<file path="src/sv/gstw_pkg.sv">
// gstw_pkg: shared constants, types and helpers for the grid segment tile walker
// used by gstw_div and grid_segment_tile_walk; depends on nothing else
`default_nettype none

package gstw_pkg;

  // coordinate format, unsigned fixed point
  localparam int COORD_INT_BITS  = 12;
  localparam int COORD_FRAC_BITS = 12;
  localparam int COORD_W         = COORD_INT_BITS + COORD_FRAC_BITS;

  // gradient and walk limits
  localparam int GRAD_FRAC = 16;
  localparam int MAX_SPAN  = 31;
  localparam int SPAN_W    = $clog2(MAX_SPAN + 1);

  // major delta width for a walkable segment, gradient quotient and signed gradient
  localparam int DMAJ_W = SPAN_W + COORD_FRAC_BITS;
  localparam int Q_W    = GRAD_FRAC + 1;
  localparam int G_W    = Q_W + 1;
  localparam int CNT_W  = $clog2(Q_W);

  // intercept: signed, COORD_FRAC_BITS + GRAD_FRAC fraction bits, two guard bits
  localparam int ROW_SH = COORD_FRAC_BITS + GRAD_FRAC;
  localparam int ICPT_W = COORD_W + GRAD_FRAC + 2;
  localparam int ROW_W  = ICPT_W - ROW_SH;
  localparam int PROD_W = G_W + COORD_FRAC_BITS + 1;

  // result cell and stream widths
  localparam int CELL_W = 12;
  localparam int IN_W   = ((4 * COORD_W + 7) / 8) * 8;
  localparam int OUT_W  = ((2 * CELL_W + 7) / 8) * 8;

  // sequencer states
  typedef enum logic [3:0] {
    ST_IDLE,
    ST_SWAP,
    ST_ORDER,
    ST_CHECK,
    ST_DIV,
    ST_MUL,
    ST_INIT,
    ST_FIRST,
    ST_ADV,
    ST_COL,
    ST_EXTRA,
    ST_OVF
  } state_t;

  // divider request and response
  typedef struct packed {
    logic              start;
    logic [DMAJ_W-1:0] num;
    logic [DMAJ_W-1:0] den;
  } div_req_t;

  typedef struct packed {
    logic           done;
    logic [Q_W-1:0] q;
  } div_rsp_t;

  // integer part of the intercept, truncated toward zero
  function automatic logic signed [ROW_W-1:0] row_of(input logic signed [ICPT_W-1:0] icpt);
    logic signed [ROW_W-1:0] ip;
    ip = icpt[ICPT_W-1:ROW_SH];
    if (icpt[ICPT_W-1] && (|icpt[ROW_SH-1:0])) begin
      ip = ip + ROW_W'(1);
    end
    return ip;
  endfunction

endpackage

`default_nettype wire

</file>
<file path="src/sv/gstw_div.sv">
// gstw_div: restoring divider, one quotient bit per cycle, for the segment gradient
// computes (num << GRAD_FRAC) / den with num <= den; uses gstw_pkg
`default_nettype none

module gstw_div
  import gstw_pkg::*;
(
  input  wire logic     clk,
  input  wire logic     rst_n,
  input  wire div_req_t req,
  output div_rsp_t      rsp
);

  logic                busy_r;
  logic                done_r;
  logic [CNT_W-1:0]    cnt_r;
  logic [DMAJ_W-1:0]   rem_r;
  logic [DMAJ_W-1:0]   den_r;
  logic [GRAD_FRAC:0]  sh_r;
  logic [Q_W-1:0]      q_r;

  logic [DMAJ_W:0]     trial;
  logic [DMAJ_W:0]     diff;
  logic                ge;

  // one trial subtract per cycle
  assign trial = {rem_r, sh_r[GRAD_FRAC]};
  assign diff  = trial - {1'b0, den_r};
  assign ge    = trial >= {1'b0, den_r};

  // control
  always_ff @(posedge clk) begin
    if (!rst_n) begin
      busy_r <= 1'b0;
      done_r <= 1'b0;
    end else begin
      done_r <= busy_r && (cnt_r == '0);
      if (req.start) begin
        busy_r <= 1'b1;
      end else if (busy_r && (cnt_r == '0)) begin
        busy_r <= 1'b0;
      end
    end
  end

  // datapath: the top bits of the numerator seed the remainder since the quotient fits Q_W bits
  always_ff @(posedge clk) begin
    if (req.start) begin
      rem_r <= {1'b0, req.num[DMAJ_W-1:1]};
      sh_r  <= {req.num[0], {GRAD_FRAC{1'b0}}};
      den_r <= req.den;
      cnt_r <= CNT_W'(Q_W - 1);
    end else if (busy_r) begin
      rem_r <= ge ? diff[DMAJ_W-1:0] : trial[DMAJ_W-1:0];
      sh_r  <= {sh_r[GRAD_FRAC-1:0], 1'b0};
      q_r   <= {q_r[Q_W-2:0], ge};
      cnt_r <= cnt_r - 1'b1;
    end
  end

  assign rsp.done = done_r;
  assign rsp.q    = q_r;

endmodule

`default_nettype wire

</file>
<file path="src/sv/grid_segment_tile_walk.sv">
// grid_segment_tile_walk: lists the grid cells crossed by one segment per input beat
// before the first cell, the gradient is found by the 17-step divider
// each column walked takes an advance state and an emit state, plus an extra state on a row
// crossing; a new segment is accepted only after the last cell of the one before is registered
// a segment over the span limit gives a single flagged beat
// reset: synchronous active-low rst_n clears the sequencer, divider control and out_tvalid
`default_nettype none

module grid_segment_tile_walk
  import gstw_pkg::*;
(
  input  wire logic             clk,
  input  wire logic             rst_n,
  input  wire logic             in_tvalid,
  output logic                  in_tready,
  input  wire logic [IN_W-1:0]  in_tdata,   // start_x, start_y, end_x, end_y
  output logic                  out_tvalid,
  input  wire logic             out_tready,
  output logic [OUT_W-1:0]      out_tdata,  // tile_col, tile_row
  output logic                  out_tlast,
  output logic                  out_tuser   // span_overflow
);

  state_t state_r, state_nxt;

  logic [COORD_W-1:0]         sx_r, sy_r, ex_r, ey_r;
  logic                       steep_r;
  logic [COORD_W-1:0]         dmaj_r;
  logic signed [COORD_W:0]    dmin_r;
  logic signed [G_W-1:0]      g_r;
  logic signed [PROD_W-1:0]   prod_r;
  logic signed [ICPT_W-1:0]   icpt_r;
  logic [COORD_INT_BITS-1:0]  x_r, xl_r;
  logic signed [ROW_W-1:0]    row_cur_r, row_new_r;

  logic                       out_tvalid_r;
  logic [OUT_W-1:0]           out_tdata_r;
  logic                       out_tlast_r;
  logic                       out_tuser_r;

  logic signed [COORD_W:0]    ddx, ddy, adx, ady;
  logic                       steep, rev;
  logic [COORD_INT_BITS-1:0]  span;
  logic [COORD_W:0]           dmin_mag;
  logic [COORD_FRAC_BITS-1:0] dfrac;
  logic signed [ROW_W-1:0]    row_now;
  logic                       can_load, at_end, extra;

  logic                       emit, e_last, e_ovf, x_inc;
  logic [CELL_W-1:0]          e_maj, e_min;
  logic                       div_start;

  div_req_t                   div_req;
  div_rsp_t                   div_rsp;

  // divider for the gradient
  gstw_div u_div (
    .clk   (clk),
    .rst_n (rst_n),
    .req   (div_req),
    .rsp   (div_rsp)
  );

  // steepness, ordering and span helpers
  assign ddx      = $signed({1'b0, ex_r}) - $signed({1'b0, sx_r});
  assign ddy      = $signed({1'b0, ey_r}) - $signed({1'b0, sy_r});
  assign adx      = ddx[COORD_W] ? -ddx : ddx;
  assign ady      = ddy[COORD_W] ? -ddy : ddy;
  assign steep    = ady > adx;
  assign rev      = sx_r > ex_r;
  assign span     = ex_r[COORD_W-1:COORD_FRAC_BITS] - sx_r[COORD_W-1:COORD_FRAC_BITS];
  assign dmin_mag = dmin_r[COORD_W] ? COORD_W'(0) - dmin_r : dmin_r;
  assign dfrac    = COORD_FRAC_BITS'(0) - sx_r[COORD_FRAC_BITS-1:0];
  assign row_now  = row_of(icpt_r);
  assign can_load = !out_tvalid_r || out_tready;
  assign at_end   = x_r == xl_r;
  assign extra    = row_now != row_cur_r;

  assign div_req.start = div_start;
  assign div_req.num   = DMAJ_W'(dmin_mag);
  assign div_req.den   = DMAJ_W'(dmaj_r);

  assign in_tready = state_r == ST_IDLE;

  // state register
  always_ff @(posedge clk) begin
    if (!rst_n) begin
      state_r <= ST_IDLE;
    end else begin
      state_r <= state_nxt;
    end
  end

  // sequencer: next state and result beats
  always_comb begin
    state_nxt = state_r;
    emit      = 1'b0;
    e_maj     = '0;
    e_min     = '0;
    e_last    = 1'b0;
    e_ovf     = 1'b0;
    x_inc     = 1'b0;
    div_start = 1'b0;
    unique case (state_r)
      ST_IDLE: begin
        if (in_tvalid) state_nxt = ST_SWAP;
      end
      ST_SWAP:  state_nxt = ST_ORDER;
      ST_ORDER: state_nxt = ST_CHECK;
      ST_CHECK: begin
        if (span > COORD_INT_BITS'(MAX_SPAN)) begin
          state_nxt = ST_OVF;
        end else if (dmaj_r == '0) begin
          state_nxt = ST_MUL;
        end else begin
          div_start = 1'b1;
          state_nxt = ST_DIV;
        end
      end
      ST_DIV: begin
        if (div_rsp.done) state_nxt = ST_MUL;
      end
      ST_MUL:  state_nxt = ST_INIT;
      ST_INIT: state_nxt = ST_FIRST;
      ST_FIRST: begin
        emit   = 1'b1;
        e_maj  = CELL_W'(x_r);
        e_min  = CELL_W'(sy_r[COORD_W-1:COORD_FRAC_BITS]);
        e_last = at_end;
        if (can_load) begin
          state_nxt = at_end ? ST_IDLE : ST_ADV;
          x_inc     = !at_end;
        end
      end
      ST_ADV: state_nxt = ST_COL;
      ST_COL: begin
        emit   = 1'b1;
        e_maj  = CELL_W'(x_r);
        e_min  = CELL_W'(row_cur_r);
        e_last = at_end && !extra;
        if (can_load) begin
          if (extra) begin
            state_nxt = ST_EXTRA;
          end else begin
            state_nxt = at_end ? ST_IDLE : ST_ADV;
            x_inc     = !at_end;
          end
        end
      end
      ST_EXTRA: begin
        emit   = 1'b1;
        e_maj  = CELL_W'(x_r);
        e_min  = CELL_W'(row_new_r);
        e_last = at_end;
        if (can_load) begin
          state_nxt = at_end ? ST_IDLE : ST_ADV;
          x_inc     = !at_end;
        end
      end
      ST_OVF: begin
        emit   = 1'b1;
        e_last = 1'b1;
        e_ovf  = 1'b1;
        if (can_load) state_nxt = ST_IDLE;
      end
      default: state_nxt = ST_IDLE;
    endcase
  end

  // segment datapath
  always_ff @(posedge clk) begin
    case (state_r)
      ST_IDLE: begin
        if (in_tvalid) begin
          sx_r <= in_tdata[COORD_W-1:0];
          sy_r <= in_tdata[2*COORD_W-1:COORD_W];
          ex_r <= in_tdata[3*COORD_W-1:2*COORD_W];
          ey_r <= in_tdata[4*COORD_W-1:3*COORD_W];
        end
      end
      // make x the major axis
      ST_SWAP: begin
        steep_r <= steep;
        if (steep) begin
          sx_r <= sy_r;
          sy_r <= sx_r;
          ex_r <= ey_r;
          ey_r <= ex_r;
        end
      end
      // start gets the smaller major coordinate
      ST_ORDER: begin
        if (rev) begin
          sx_r   <= ex_r;
          sy_r   <= ey_r;
          ex_r   <= sx_r;
          ey_r   <= sy_r;
          dmaj_r <= sx_r - ex_r;
          dmin_r <= $signed({1'b0, sy_r}) - $signed({1'b0, ey_r});
        end else begin
          dmaj_r <= ex_r - sx_r;
          dmin_r <= $signed({1'b0, ey_r}) - $signed({1'b0, sy_r});
        end
      end
      ST_CHECK: begin
        x_r  <= sx_r[COORD_W-1:COORD_FRAC_BITS];
        xl_r <= ex_r[COORD_W-1:COORD_FRAC_BITS];
        g_r  <= G_W'(1) <<< GRAD_FRAC;
      end
      ST_DIV: begin
        if (div_rsp.done) begin
          g_r <= dmin_r[COORD_W] ? -$signed({1'b0, div_rsp.q}) : $signed({1'b0, div_rsp.q});
        end
      end
      // gradient times distance to the next column line
      ST_MUL: prod_r <= g_r * $signed({1'b0, dfrac});
      ST_INIT: begin
        icpt_r <= $signed({2'b00, sy_r, {GRAD_FRAC{1'b0}}})
                + $signed({{(ICPT_W-PROD_W){prod_r[PROD_W-1]}}, prod_r});
      end
      // advance the intercept by one column
      ST_ADV: begin
        row_cur_r <= row_now;
        icpt_r    <= icpt_r
                   + $signed({{(ICPT_W-G_W-COORD_FRAC_BITS){g_r[G_W-1]}}, g_r,
                              {COORD_FRAC_BITS{1'b0}}});
      end
      ST_COL: row_new_r <= row_now;
      default: ;
    endcase
    if (x_inc) begin
      x_r <= x_r + 1'b1;
    end
  end

  // output register
  always_ff @(posedge clk) begin
    if (!rst_n) begin
      out_tvalid_r <= 1'b0;
    end else if (emit && can_load) begin
      out_tvalid_r <= 1'b1;
    end else if (out_tready) begin
      out_tvalid_r <= 1'b0;
    end
  end

  always_ff @(posedge clk) begin
    if (emit && can_load) begin
      out_tdata_r <= steep_r ? OUT_W'({e_maj, e_min}) : OUT_W'({e_min, e_maj});
      out_tlast_r <= e_last;
      out_tuser_r <= e_ovf;
    end
  end

  assign out_tvalid = out_tvalid_r;
  assign out_tdata  = out_tdata_r;
  assign out_tlast  = out_tlast_r;
  assign out_tuser  = out_tuser_r;

  // checks
  a_ovf_beat: assert property (@(posedge clk) disable iff (!rst_n)
    out_tvalid && out_tuser |-> out_tlast && (out_tdata == '0))
    else $error("overflow beat is not a lone zero cell");

  a_div_owner: assert property (@(posedge clk) disable iff (!rst_n)
    div_rsp.done |-> state_r == ST_DIV)
    else $error("divider finished outside the divide step");

  a_accept_start: assert property (@(posedge clk) disable iff (!rst_n)
    in_tvalid && in_tready |=> state_r == ST_SWAP)
    else $error("accepted segment did not start processing");

  a_col_range: assert property (@(posedge clk) disable iff (!rst_n)
    (state_r == ST_COL || state_r == ST_EXTRA) |-> x_r <= xl_r)
    else $error("column walked past the segment end");

endmodule

`default_nettype wire

</file>
<file path="config.mk">
export PLATFORM = sky130hd
export DESIGN_NAME = grid_segment_tile_walk
export DESIGN_NICKNAME = d
export VERILOG_FILES = /design/src/sv/gstw_pkg.sv /design/src/sv/gstw_div.sv /design/src/sv/grid_segment_tile_walk.sv
export SDC_FILE = /design/constraint.sdc
export NUM_CORES = 2
export LEC_CHECK = 0
export BUFFER_PORTS_ARGS = -buffer_cell sky130_fd_sc_hd__buf_4
export CORE_MARGIN = 3
export CORE_UTILIZATION = 65
export CTS_BUF_LIST = sky130_fd_sc_hd__clkbuf_4
export DETAILED_ROUTE_END_ITERATION = 7
export GPL_TIMING_DRIVEN = 1
export PLACE_DENSITY = 0.88
export SYNTH_ARGS = -nofsm -noshare
export SYNTH_HDL_FRONTEND = slang
export SYNTH_SLANG_ARGS = --single-unit
</file>
<file path="constraint.sdc">
create_clock -name clk -period 24.3 [get_ports clk]
set_clock_uncertainty 0.15 [all_clocks]
set_input_delay 0 -clock clk [delete_from_list [all_inputs] [get_ports clk]]
set_output_delay 0 -clock clk [all_outputs]
set_load 0.05 [all_outputs]
</file>
After elaboration in Yosys (flattened, before gate mapping). Index checks and enable logic that the tools add are counted.

$add $sub $neg: 17. Multiply operators: 1. Order comparisons: 4. Equality and inequality tests: 20. Muxes and demuxes: 60. Bitwise logic cells: 1. Reductions and logical operators: 26.

Operator list (count): two-way mux 24 bit (14); one-hot mux 24 bit (3 select lines) (4); one-hot mux 42 bit (2 select lines) (1); two-way mux 25 bit (3); subtractor 24 x 24 -> 25 bit (3); two-way mux 17 bit (4); negator 25 bit (2); subtractor 24 bit (2); one-hot mux 4 bit (11 select lines) (1); adder 41 x 31 -> 42 bit (1); adder 42 x 30 -> 42 bit (1); two-way mux 12 bit (3); two-way mux 18 bit (2); one-hot mux 12 bit (3 select lines) (1); one-hot mux 18 bit (2 select lines) (1); two-way mux 16 bit (2); two-way mux 4 bit (8); multiplier 18 x 13 -> 31 bit (1); OR reduction 28 bit (1); > comparator 25 bit (1); > comparator 24 bit (1); zero test 24 bit (1); >= comparator 18 x 17 -> 1 bit (1); negator 17 -> 18 bit (1); 34 further kinds (69).

Register bits after elaboration: 377. Bits of input ports: 100. Output and inout port bits: 28. Logic and storage cells: 156.

Longest topological paths before layout.
Word-level depth: 8. Gate-level depth with buffers: 29. Depth with buffers taken out: 27.

By module. Synthesis repeated with hierarchy kept, for this count alone.

Cells, all modules: 4094. Area, all modules: 36842.8 sq um.

Modules (own cells, without submodules): grid_segment_tile_walk (instances 1, cells an instance 3824, area an instance 33734.9 sq um, seq. area each 9288.9 sq um); gstw_div (instances 1, cells an instance 270, area an instance 3108.0 sq um, seq. area each 1691.6 sq um).

Least setup slack after synthesis. No wires, ideal clock.

Path kind: flip-flop to flip-flop. Start point: register ey_r[0]. End point: register ex_r[0] (enable). Library setup time: 582 ps. Arrival time: 8988 ps. Data required time: 23568 ps. Setup slack: 14580 ps. Stages on the path, launching flop included: 27. Path buffers: 1. Period minus slack after synthesis: 9720 ps. Path through: edfxtp_1 > inv_1 > ha_1 > inv_1 > fa_1 > a211o_1 > a21boi_1 > o21ai_2 > o211a_1 > o31ai_1 > a21oi_1 > o21ai_0 > nor2b_1 > clkbuf_1 > nand2_1 > xnor2_1 > ha_1 > a21o_1 > a21o_1 > a21oi_1 > o21ai_0 > inv_1 > o21ai_0 > a2111oi_0 > o21ai_0 > nand2_1 > a21oi_1.

Word-level cells in the longest chain between the ends: 6.

Ends and longest elaborated chain: start, declared (line grid_segment_tile_walk.sv:26) `logic [COORD_W-1:0] sx_r, sy_r, ex_r, ey_r;`; start signal, assigned (line grid_segment_tile_walk.sv:178) `ey_r <= in_tdata[4*COORD_W-1:3*COORD_W];`; start signal, assigned (line grid_segment_tile_walk.sv:188) `ey_r <= ex_r;`; start signal, assigned (line grid_segment_tile_walk.sv:197) `ey_r <= sy_r;`; subtractor 24 x 24 -> 25 bit (*) (line grid_segment_tile_walk.sv:66) `assign ddy = $signed({1'b0, ey_r}) - $signed({1'b0, sy_r});`; negator 25 bit (line grid_segment_tile_walk.sv:68) `assign ady = ddy[COORD_W] ? -ddy : ddy;`; two-way mux 25 bit (*) (line grid_segment_tile_walk.sv:68); > comparator 25 bit (*) (line grid_segment_tile_walk.sv:69) `assign steep = ady > adx;`; inequality test 2 bit (no line) (*); AND reduction 4 bit (no line) (*); end signal, assigned (line grid_segment_tile_walk.sv:177) `ex_r <= in_tdata[3*COORD_W-1:2*COORD_W];`; end signal, assigned (line grid_segment_tile_walk.sv:187) `ex_r <= ey_r;`; end signal, assigned (line grid_segment_tile_walk.sv:196) `ex_r <= sx_r;`; end, declared (line grid_segment_tile_walk.sv:26).

Every way passes the cells marked *; elsewhere a longest branch is shown, timed or not. A chain may end at the register's enable or synchronous reset.

Worst setup path in the final report.
Start point: register sx_r[0]. End point: register prod_r[30], data pin.

Word-level cells in the longest chain between the ends: 2.

Ends and longest elaborated chain: start, declared (line grid_segment_tile_walk.sv:26); start signal, assigned (line grid_segment_tile_walk.sv:175) `sx_r <= in_tdata[COORD_W-1:0];`; start signal, assigned (line grid_segment_tile_walk.sv:185) `sx_r <= sy_r;`; start signal, assigned (line grid_segment_tile_walk.sv:194) `sx_r <= ex_r;`; subtractor 1 x 12 -> 12 bit (line grid_segment_tile_walk.sv:73) `assign dfrac = COORD_FRAC_BITS'(0) - sx_r[COORD_FRAC_BITS-1:0];`; multiplier 18 x 13 -> 31 bit (line grid_segment_tile_walk.sv:216) `ST_MUL: prod_r <= g_r * $signed({1'b0, dfrac});`; end signal, assigned (line grid_segment_tile_walk.sv:216); end, declared (line grid_segment_tile_walk.sv:31) `logic signed [PROD_W-1:0] prod_r;`.

Every way passes these cells.

==> flow_summary.json <==
{
  "clockBufferDepth": 3,
  "slew_viol_final": 2,
  "die-area_um2": 56200,
  "core_area_um2": 52700,
  "grt_first_pass_wirelength_um": 176000,
  "grt_pass1_vias": 31500,
  "crit_type": "reg -> reg",
  "cts_max_level": 3,
  "synth_top_area_share_pct": 30.9,
  "synth_top_cell_by_area": "edfxtp_1",
  "multi_input_area_um2": 21500,
  "ys_ff_latch": 370,
  "wl_met1_um": 38300,
  "dr.pass1.iters": 8,
  "cap_violations": 1,
  "ys_types": 89,
  "status": "finished, violations left",
  "gp_congestion": 1.04,
  "wl_met2_um": 50100,
  "synth_area_um2": 34700,
  "yosys_warnings": 0,
  "hold_path_class": "reg -> reg",
  "cp_max_fo": 23,
  "dp_hpwl_um": 74200,
  "synth_flop_cell": "edfxtp_1",
  "rows": 84,
  "hold_viol_final": 0,
  "final_common_cell": "nand2_1",
  "startpoint_type": "flip-flop",
  "fin_crit_ns": 8.17,
  "start_util_pct": 65.9,
  "postRouteAntennaNets": 0,
  "crit_path_end_kind": "flip-flop",
  "antenna_found_initial": 12,
  "finalSetupViolCount": 0,
  "arrival_ns": 8.68,
  "io_pins": 128,
  "route.detailed.drc": 98,
  "fmax_mhz": 122,
  "die_x_um": 237,
  "viasPerCell": 6.60,
  "setup-tns-final_ns": 0,
  "fin_crit_sh_pct": 33.6,
  "drt_iter0_drc": 4520,
  "drive_gt1_share_pct": 8.46,
  "cts_tree": "done",
  "synth-edff-count": 357,
  "vias": 31800,
  "dr_wl_met3_um": 15400,
  "synth_nets": 4327,
  "rrSetupSlack_ns": 16.13,
  "violations": "DRC, capacitance limit, slew limit",
  "synth_async_sr_flop_share_pct": 0,
  "postCtsSetupRepairBufs": 0,
  "cts.sinks": 370,
  "portBuffers": 127,
  "seq_area_frac_synth_pct": 31.6,
  "grt-ovfl-total": 0,
  "startpoint": "sx_r[0]",
  "root_buffer": "clkbuf_4",
  "min-delay-start": "dmaj_r[12]",
  "wl_per_cell_um": 23.7,
  "max_slew_margin_pct": -2.38,
  "ff_latch_area_um2": 11000,
  "grtUsageTotal_pct": 40.3,
  "syn_area_per_cell_um2": 9.26,
  "synth.area.top_cells": "edfxtp_1 31%, fa_1 12%, ha_1 9.8%",
  "layout_common_cells": "522 x nand2_1, 435 x inv_1, 357 x edfxtp_1, 272 x ha_1, 206 x fa_1",
  "clock_latency_ns": 0.95,
  "cts-buffers-inserted": 95,
  "grt_max_degree": 99,
  "top_layer_used": "met5",
  "synthToLayoutAreaGrowth_pct": 13.5,
  "nNetsFinal": 4624,
  "worstMarginPinSlew_ns": 1.52,
  "required_ns": 24.81,
  "r2r_start": "sx_r[0]",
  "die_h_um": 237,
  "syn_inst": 3749,
  "fillerInstances": 3304,
  "rsz0062_at_grt": "false",
  "wirelength_um": 114000,
  "clkTransAtPathRegs_ns": 0.07
}
[worst max-delay path: stages (launching register included)]
cell and delay, ns:
edfxtp_1 0.99, inv_1 0.23, ha_1 0.31, nand2_1 0.20, nor3_1 0.10, xnor2_1 0.21, buf_4 0.32, nand2_1 0.14
fa_1 0.49, fa_1 0.53, fa_1 0.53, inv_1 0.07, fa_1 0.55, inv_1 0.07, fa_1 0.53, inv_1 0.04
ha_1 0.35, a21oi_1 0.10, o21ba_2 0.21, and4b_1 0.16, a21boi_0 0.37, o211ai_1 0.24, o21ai_0 0.49, a2111oi_0 0.19
o21bai_1 0.20, a21oi_1 0.10, xnor2_1 0.12
[sequential cells by signal (all words and copies together), names as in the netlist, 17 cells and up]
name / count
sx_r: 24
icpt_r: 42
out_tdata: 24
u_div.den_r: 17
ey_r: 24
sy_r: 24
dmaj_r: 24
g_r: 18
dmin_r: 18
ex_r: 24
u_div.q_r: 17
prod_r: 31
u_div.rem_r: 17
[what timing repair did]
action | CTS | global route
hold buffers | 199 | 0
resized for setup | 0 | 0
endpoints found under the hold margin | 129 | 0
endpoints found under the setup margin | 0 | 0
[cells by family after synthesis]
family	count (synthesis)	share of synthesized area [%]
compound gates	820	15.4
xor+xnor	300	7.57
fa+ha+maj	478	21.7
buf+inv	592	6.49
flops	370	31.6
mux	66	1.93
simple gates	1123	15.2
[through the flow]
step / worst slack [ns] / hold slack [ns] / area [um2] / utilization [%] / instances
floorplan: 14.58 / -0.0283 / 34700 / - / 3749
global placement: 16.56 / 0.0767 / 36200 / 68.8 / 4438
detailed placement: 16.29 / 0.0781 / 36200 / 68.8 / 4438
CTS: 16.30 / 0.294 / 39400 / 74.8 / 4803
global route: 15.79 / 0.309 / 39400 / 74.8 / 4806
finish: 16.13 / 0.297 / 39400 / 74.8 / 4815
[area by class of cell]
| cell class | instances | area share (%) |
|---|---|---|
| diodes | 12 | 0.0762 |
| multi-input cells | 2787 | 54.7 |
| inverters | 435 | 4.14 |
| flip-flops and latches | 370 | 27.9 |
| well taps | 688 | 2.18 |
| clock buffers | 130 | 2.48 |
| repair buffers | 357 | 8.06 |
| clock inverters | 36 | 0.514 |
[final timing paths]
kind,to,depth (start not counted)
max,prod_r[30],26
min,u_div.den_r[12],0
max reg2reg,prod_r[30],26
min reg2reg,u_div.den_r[12],0
[layer usage]
metal | global-route usage [%] | vias up
met5 | 1.82 | -
met4 | 27.7 | 4
met3 | 13.0 | 768
met2 | 61.6 | 2510
met1 | 48.3 | 14900
li1 | - | 13600
[cell usage after synthesis, types with 6 or more instances]
cell type / n
nand3_1: 61
a22oi_1: 100
a31oi_1: 24
mux2i_1: 59
o21ai_0: 180
a2111oi_0: 10
xnor2_1: 170
nand2_1: 523
and2_1: 115
o21a_1: 32
fa_1: 206
o211ai_1: 14
buf_1: 11
o31ai_1: 31
nor3_1: 51
nand4_1: 27
edfxtp_1: 357
a211oi_1: 27
clkbuf_1: 128
a31o_2: 7
o2111ai_1: 10
or3_1: 21
a211o_1: 6
buf_2: 16
dfxtp_1: 13
nor3b_1: 6
a21boi_0: 9
and4_1: 6
nand2b_1: 37
mux2_2: 7
o21bai_1: 19
a21oi_1: 196
nor2_1: 151
a222oi_1: 12
a221oi_1: 6
and3_1: 32
xor2_1: 130
nor2b_1: 22
ha_1: 272
nor4_1: 35
inv_1: 435
a21o_1: 83
nand3b_1: 7
Power is not shown: default switching activity piles up to over one toggle a cycle in this logic, so the estimate is an artifact.
